<file path="src/rtl/aes192_pkg.sv">
`default_nettype none
package aes192_pkg;

    localparam int NUM_ROUNDS = 12;
    localparam int RK_ENTRIES = NUM_ROUNDS + 1;
    localparam int RK_AW = $clog2(RK_ENTRIES);
    localparam int RK_WORDS = 4 * RK_ENTRIES;
    localparam int KEY_WORDS = 6;
    localparam int WIDX_W = $clog2(RK_WORDS);

    typedef logic [7:0] t_byte;
    typedef logic [255:0][7:0] t_tab;
    typedef logic [RK_AW-1:0] t_rk_addr;

    // configuration register indexes
    localparam logic [2:0] CFG_KEY0 = 3'd0;
    localparam logic [2:0] CFG_KEY1 = 3'd1;
    localparam logic [2:0] CFG_KEY2 = 3'd2;
    localparam logic [2:0] CFG_IV_HI = 3'd3;
    localparam logic [2:0] CFG_IV_LO = 3'd4;
    localparam logic [2:0] CFG_MODE = 3'd5;

    // cipher modes
    localparam logic [2:0] MODE_ECB_ENC = 3'd0;
    localparam logic [2:0] MODE_ECB_DEC = 3'd1;
    localparam logic [2:0] MODE_CBC_ENC = 3'd2;
    localparam logic [2:0] MODE_CBC_DEC = 3'd3;
    localparam logic [2:0] MODE_CFB_ENC = 3'd4;
    localparam logic [2:0] MODE_CFB_DEC = 3'd5;

    typedef enum logic [1:0] {
        ST_IDLE,
        ST_INIT,
        ST_ROUND,
        ST_DONE
    } t_state;

    typedef struct packed {
        logic busy;
    } t_ks_status;

    function automatic t_byte f_xt(input t_byte a);
        return {a[6:0], 1'b0} ^ (a[7] ? 8'h1b : 8'h00);
    endfunction

    function automatic t_byte f_gmul(input t_byte a, input t_byte b);
        t_byte acc;
        t_byte x;
        acc = 8'h00;
        x = a;
        for (int k = 0; k < 8; k++) begin
            if (b[k]) acc = acc ^ x;
            x = f_xt(x);
        end
        return acc;
    endfunction

    function automatic t_byte f_ginv(input t_byte x);
        t_byte res;
        t_byte base;
        res = 8'h01;
        base = x;
        // x^254, exponent bits 1..7 set
        for (int k = 0; k < 8; k++) begin
            if (k != 0) res = f_gmul(res, base);
            base = f_gmul(base, base);
        end
        return res;
    endfunction

    function automatic t_byte f_rotl(input t_byte x, input int n);
        return t_byte'((x << n) | (x >> (8 - n)));
    endfunction

    function automatic t_tab f_build_sbox();
        t_tab t;
        t_byte v;
        for (int i = 0; i < 256; i++) begin
            v = f_ginv(t_byte'(i));
            t[i] = v ^ f_rotl(v, 1) ^ f_rotl(v, 2) ^ f_rotl(v, 3) ^ f_rotl(v, 4) ^ 8'h63;
        end
        return t;
    endfunction

    function automatic t_tab f_build_inv(input t_tab s);
        t_tab t;
        for (int i = 0; i < 256; i++) begin
            t[s[i]] = t_byte'(i);
        end
        return t;
    endfunction

    localparam t_tab SBOX = f_build_sbox();
    localparam t_tab INV_SBOX = f_build_inv(SBOX);

    function automatic logic [31:0] f_sub_word(input logic [31:0] w);
        return {SBOX[w[31:24]], SBOX[w[23:16]], SBOX[w[15:8]], SBOX[w[7:0]]};
    endfunction

    function automatic t_byte f_get(input logic [127:0] s, input int i);
        return s[127-8*i -: 8];
    endfunction

    function automatic logic [127:0] f_enc_round(input logic [127:0] s,
                                                 input logic [127:0] k,
                                                 input logic last);
        logic [127:0] a;
        logic [127:0] b;
        logic [127:0] m;
        for (int i = 0; i < 16; i++) begin
            a[127-8*i -: 8] = SBOX[f_get(s, i)];
        end
        for (int r = 0; r < 4; r++) begin
            for (int c = 0; c < 4; c++) begin
                b[127-8*(r+4*c) -: 8] = f_get(a, r + 4 * ((c + r) & 3));
            end
        end
        for (int c = 0; c < 4; c++) begin
            for (int r = 0; r < 4; r++) begin
                m[127-8*(4*c+r) -: 8] = f_xt(f_get(b, 4*c + r))
                    ^ f_xt(f_get(b, 4*c + ((r + 1) & 3))) ^ f_get(b, 4*c + ((r + 1) & 3))
                    ^ f_get(b, 4*c + ((r + 2) & 3)) ^ f_get(b, 4*c + ((r + 3) & 3));
            end
        end
        return (last ? b : m) ^ k;
    endfunction

    function automatic logic [127:0] f_dec_round(input logic [127:0] s,
                                                 input logic [127:0] k,
                                                 input logic last);
        logic [127:0] a;
        logic [127:0] b;
        logic [127:0] m;
        t_byte acc;
        t_byte coef [4];
        coef[0] = 8'd14;
        coef[1] = 8'd11;
        coef[2] = 8'd13;
        coef[3] = 8'd9;
        for (int r = 0; r < 4; r++) begin
            for (int c = 0; c < 4; c++) begin
                b[127-8*(r+4*((c+r)&3)) -: 8] = f_get(s, r + 4*c);
            end
        end
        for (int i = 0; i < 16; i++) begin
            a[127-8*i -: 8] = INV_SBOX[f_get(b, i)];
        end
        a = a ^ k;
        for (int c = 0; c < 4; c++) begin
            for (int r = 0; r < 4; r++) begin
                acc = 8'h00;
                for (int j = 0; j < 4; j++) begin
                    acc = acc ^ f_gmul(coef[(j - r + 4) & 3], f_get(a, 4*c + j));
                end
                m[127-8*(4*c+r) -: 8] = acc;
            end
        end
        return last ? a : m;
    endfunction

endpackage
`default_nettype wire

</file>
<file path="src/rtl/aes192_key_sched.sv">
`default_nettype none
module aes192_key_sched
    import aes192_pkg::*;
(
    input  wire logic           i_clk,
    input  wire logic           i_rst_n,
    input  wire logic           i_key_wr,
    input  wire logic [191:0]   i_key,
    input  wire t_rk_addr       i_rd_addr,
    output logic      [127:0]   o_rd_data,
    output t_ks_status          o_status
);

    logic [127:0] r_rk_mem [RK_ENTRIES];
    logic               r_start;
    logic               r_run;
    logic [WIDX_W-1:0]  r_i;
    logic [2:0]         r_m6;
    t_byte              r_rc;
    logic [31:0]        r_win [KEY_WORDS];
    logic [95:0]        r_buf;
    logic [127:0]       r_rd;

    logic [31:0] key_word;
    logic [31:0] t_word;
    logic [31:0] new_word;

    always_comb begin
        case (r_i[2:0])
            3'd0:    key_word = i_key[191:160];
            3'd1:    key_word = i_key[159:128];
            3'd2:    key_word = i_key[127:96];
            3'd3:    key_word = i_key[95:64];
            3'd4:    key_word = i_key[63:32];
            default: key_word = i_key[31:0];
        endcase
        t_word = r_win[KEY_WORDS-1];
        if (r_m6 == 3'd0) begin
            t_word = f_sub_word({t_word[23:0], t_word[31:24]}) ^ {r_rc, 24'h000000};
        end
        if (r_i < WIDX_W'(KEY_WORDS)) begin
            new_word = key_word;
        end else begin
            new_word = r_win[0] ^ t_word;
        end
    end

    always_ff @(posedge i_clk) begin
        if (!i_rst_n) begin
            r_start <= 1'b0;
            r_run   <= 1'b0;
            r_i     <= '0;
            r_m6    <= '0;
            r_rc    <= 8'h01;
        end else begin
            r_start <= i_key_wr;
            if (r_start) begin
                // restart from the current key registers
                r_run <= 1'b1;
                r_i   <= '0;
                r_m6  <= '0;
                r_rc  <= 8'h01;
            end else if (r_run) begin
                r_i  <= r_i + 1'b1;
                r_m6 <= (r_m6 == 3'(KEY_WORDS - 1)) ? 3'd0 : r_m6 + 3'd1;
                if (r_m6 == 3'd0 && r_i >= WIDX_W'(KEY_WORDS)) r_rc <= f_xt(r_rc);
                if (r_i == WIDX_W'(RK_WORDS - 1)) r_run <= 1'b0;
            end
        end
    end

    always_ff @(posedge i_clk) begin
        if (r_run && !r_start) begin
            for (int j = 0; j < KEY_WORDS - 1; j++) begin
                r_win[j] <= r_win[j+1];
            end
            r_win[KEY_WORDS-1] <= new_word;
            r_buf <= {r_buf[63:0], new_word};
            if (r_i[1:0] == 2'd3) begin
                r_rk_mem[r_i[WIDX_W-1:2]] <= {r_buf, new_word};
            end
        end
        r_rd <= r_rk_mem[i_rd_addr];
    end

    assign o_rd_data = r_rd;
    assign o_status.busy = r_start | r_run;

endmodule
`default_nettype wire

</file>
<file path="config.mk">
export PLATFORM = sky130hd
export DESIGN_NAME = aes192_key_sched
export DESIGN_NICKNAME = d
export VERILOG_FILES = /design/src/rtl/aes192_pkg.sv /design/src/rtl/aes192_key_sched.sv
export SDC_FILE = /design/constraint.sdc
export NUM_CORES = 2
export LEC_CHECK = 0
export ABC_AREA = 1
export BUFFER_PORTS_ARGS = -buffer_cell sky130_fd_sc_hd__clkbuf_2
export CELL_PAD_IN_SITES_DETAIL_PLACEMENT = 1
export CELL_PAD_IN_SITES_GLOBAL_PLACEMENT = 1
export CORE_MARGIN = 2
export CORE_UTILIZATION = 52
export CTS_BUF_LIST = sky130_fd_sc_hd__clkbuf_4 sky130_fd_sc_hd__clkbuf_8
export CTS_CLUSTER_DIAMETER = 100
export CTS_CLUSTER_SIZE = 40
export DETAILED_ROUTE_END_ITERATION = 10
export PLACE_DENSITY = 0.81
export SLEW_MARGIN = 10
export SYNTH_ARGS = -nofsm -noshare
export SYNTH_HDL_FRONTEND = slang
export SYNTH_SLANG_ARGS = --single-unit
</file>
<file path="constraint.sdc">
create_clock -name i_clk -period 12.5 [get_ports i_clk]
set_input_delay 1.25 -clock i_clk [delete_from_list [all_inputs] [get_ports i_clk]]
set_output_delay 1.25 -clock i_clk [all_outputs]
set_load 0.01 [all_outputs]
</file>
==> impl_results.md <==
* Die H at 415.6 µm
* Num ports at 328
* CP arrival at 5.12 ns
* Final Wtd Congestion at 1.012
* CP startpoint kind: flop
* Clk_lat worst skew at 1.00 ns
* Fin crit share at 37.34%
* Max-cap viol count at 0
* Cell variety after synth at 46
* Syn Area/Cell at 11.42 µm²
* Detailed Route Iter0 Violations at 7933
* Final ANT Viol Nets at 0
* Post-CTS Resized at 0
* Final setup margin at 7.832 ns
* Unrepaired setup endpoints after global routing: no
* H-tree Lvls at 2
* Worst IR Drop VDD at between 0.00015 and 0.0002 V
* Total Routing Usage GR at 34.83%
* Clock Power Share at 22.0%
* Routed WL at 308.5 mm
* Worst-path maximum fanout at 26
* Layout area overhead at 5.644%
* Synth Register Bits at 2003
* Initial Util at 52.16%
* Sequential power share at 64.8%
* Final setup fails at 0
* Fill cells at ~18000
* Synth top area share at 63.26%
* Max-slew headroom at 16.55%
* FMAX at 214.2 MHz
* Setup WS pre-CTS at 7.716 ns
* Syn Nets at ~8000
* Longest Clk Path Bufs at 3
* Hold buffers post-CTS at 0
* Core ar. at between 150000 and 200000 µm²
* Final Hold Vio Count at 0
* Die W at 415.6 µm
* DRC errors left at 0
* Total grt overflow at 0
* Hold crit path type: flop to flop
* DP Area at roughly 92000 µm²
* Worst clock skew at 0.1205 ns
* Total power at 11650 µW
* Nets at 7968
* Initial antenna violation count at 14
* Cell internal pwr at 8476 µW
* TritonCTS clock tree: yes
* Critical Path RT at 12.95 ns
* Switching power total at roughly 3200 µW
* Sequential area share after synthesis at between 60% and 70%
* Drt wl/cell at slightly above 30 µm
* Combinational fraction of design power at 13.2%
* Finished Cell Area at 93070 µm²
* Total iterations of the first detailed-routing run at 6
* Largest net degree at the start of global routing at 189
* Row count at between 150 and 200
* Setup TNS at 0 ns
* Final Critical Period at around 4.7 ns
* Synthesized area at 88100 µm²
* Clock slew at reported path FFs at 0.23 ns
* Num Clock Sinks at 2003
* Status: finished clean
* Power Density at approximately 130 nW/µm²
* Crit. End Element: flop
* CTS Root Cell: clkbuf_8
* Ys Warns at 0
* Sw frac at a little over a quarter
* Share of layout cells above drive strength 1 at under 10%
* Num CTS Buffers at 61
* Via count at 64740
* First-pass GRT wire length at ~450 mm
* Post-Synthesis Cells at 7716
* Final HPWL DP at about 180 mm
* Vias in the first global route at 66360
* Static Leak at between 0.03 and 0.04 µW
* Worst-Margin Slew at 1.252 ns
* Vias per inst at 6.488
* Setup Buffers After CTS at 0
* Synth area leaders: edfxtp_1, o21ai_0, mux2i_1
* PortBufs at between 300 and 400
* Die ar. at 172700 µm²
* Largest area contributor in the synthesized netlist: edfxtp_1
* Crit path kind: flop to flop
* Slew Limit Fails at 0
==> path summary, 6_finish.rpt <==
check              startpoint             end  slack (ns)  cells past startpoint
setup / recovery    r_buf[24]  r_rk_mem[2][0]        7.83                     16
hold / removal    r_win[1][5]     r_win[0][5]        0.38                      0
setup reg to reg    r_buf[24]  r_rk_mem[2][0]        7.83                     16
hold reg to reg   r_win[1][5]     r_win[0][5]        0.38                      0
==> final cells by class <==
class / count / area, µm² / area share (%)
timing repair buffer: 446 / 2804 / 3.013
antenna: 3 / 7.507 / 0.008066
clock buffer: 98 / 1124 / 1.207
clock inverter: 18 / 310.3 / 0.3334
tap: 2218 / 2775 / 2.982
sequential: 2003 / 58680 / 63.04
multi-input combinational: 4603 / 25140 / 27.01
inverter: 589 / 2233 / 2.400
==> routing by layer <==
layer / GRT usage [%] / share of wire [%] / up-vias
met4: 14.58 / 4.6 / 4
met2: 57.94 / 48 / 3094
met1: 46.50 / 40 / 33140
met3: 4.275 / 7.5 / 628
li1: - / - / 27870
met5: 0 / 0.010 / -
==> worst max-delay path: stages (launching register included) <==
cell and delay (ns):
edfxtp_1 0.39, buf_4 0.26, inv_1 0.43, ha_1 0.54
inv_1 0.14, nor2_1 0.40, nor2_1 0.17, inv_1 0.16
nand3_1 0.28, nand3_1 0.23, o211ai_1 0.11, nand3_1 0.10
nand3_1 0.19, nand2_1 0.13, nand2_1 0.05, nand3_1 0.07
nand2_1 0.52
==> sequential cells by signal, summed over array words and instances, names as in the netlist <==
signal,flops
r_start,1
r_win,97
r_run,1
r_buf,95
o_rd_data,128
r_m6,3
r_rc,8
r_i,6
r_rk_mem,1664
==> Yosys cell counts, drive strengths merged <==
cell and instances:
a21boi 1, a21oi 497, a221oi 31, a311oi 2, a31oi 51, a32o 31, a41oi 1, buf 201
clkbuf 320, clkinv 8, dfxtp 147, edfxtp 1856, ha 65, inv 581, mux2i 384, nand2 872
nand3 761, nand3b 19, nand4 20, nor2 382, nor3 12, nor3b 1, nor4 2, o2111ai 3
o211ai 170, o21a 1, o21ai 1149, o221ai 5, o22ai 132, o31ai 6, o32ai 1, or2 3
xor2 1
==> power by group through the flow <==
| stage | Combinational [µW] | Sequential [µW] | Clock [µW] |
|---|---|---|---|
| finish | 1540 | 7550 | 2570 |
| global route | 1640 | 7550 | 2760 |
| CTS | 1500 | 7550 | 2590 |
| detailed placement | 1490 | 7690 | 0 |
| global placement | 1450 | 7690 | 0 |
| floorplan | 859 | 7680 | 0 |
==> kinds of logic after synthesis <==
logic type	after synthesis	share of synthesized area (%)
and+or+nand+nor	2072	10.16
muxes	384	4.363
AOI/OAI and AO/OA	2081	12.95
xor gates and xnor gates	1	0.009943
DFF	2003	66.60
adders and majority gates	65	0.9231
buffers and inverters	1110	4.992
==> layout by cell type (no fill, tap or decap), drive strengths merged, types with 31 or more instances in the layout <==
cell and n:
ha 65, a31oi 51, clkbuf 421, inv 586
o211ai 170, nand2 872, dfxtp 147, nor2 382
o21ai 1149, a21oi 497, a32o 31, mux2i 384
nand3 761, o22ai 132, buf 123, edfxtp 1856
a221oi 31
==> stage by stage <==
step                instances  hold WS [ns]  utilization, %
floorplan                7716        0.4003               -
global placement         9859        0.4028           54.25
detailed placement       9859        0.4057           54.25
CTS                      9975        0.3815           55.10
global route             9976        0.3809           55.10
finish                   9978        0.3807           55.10
(Power assumes the default switching activity.)
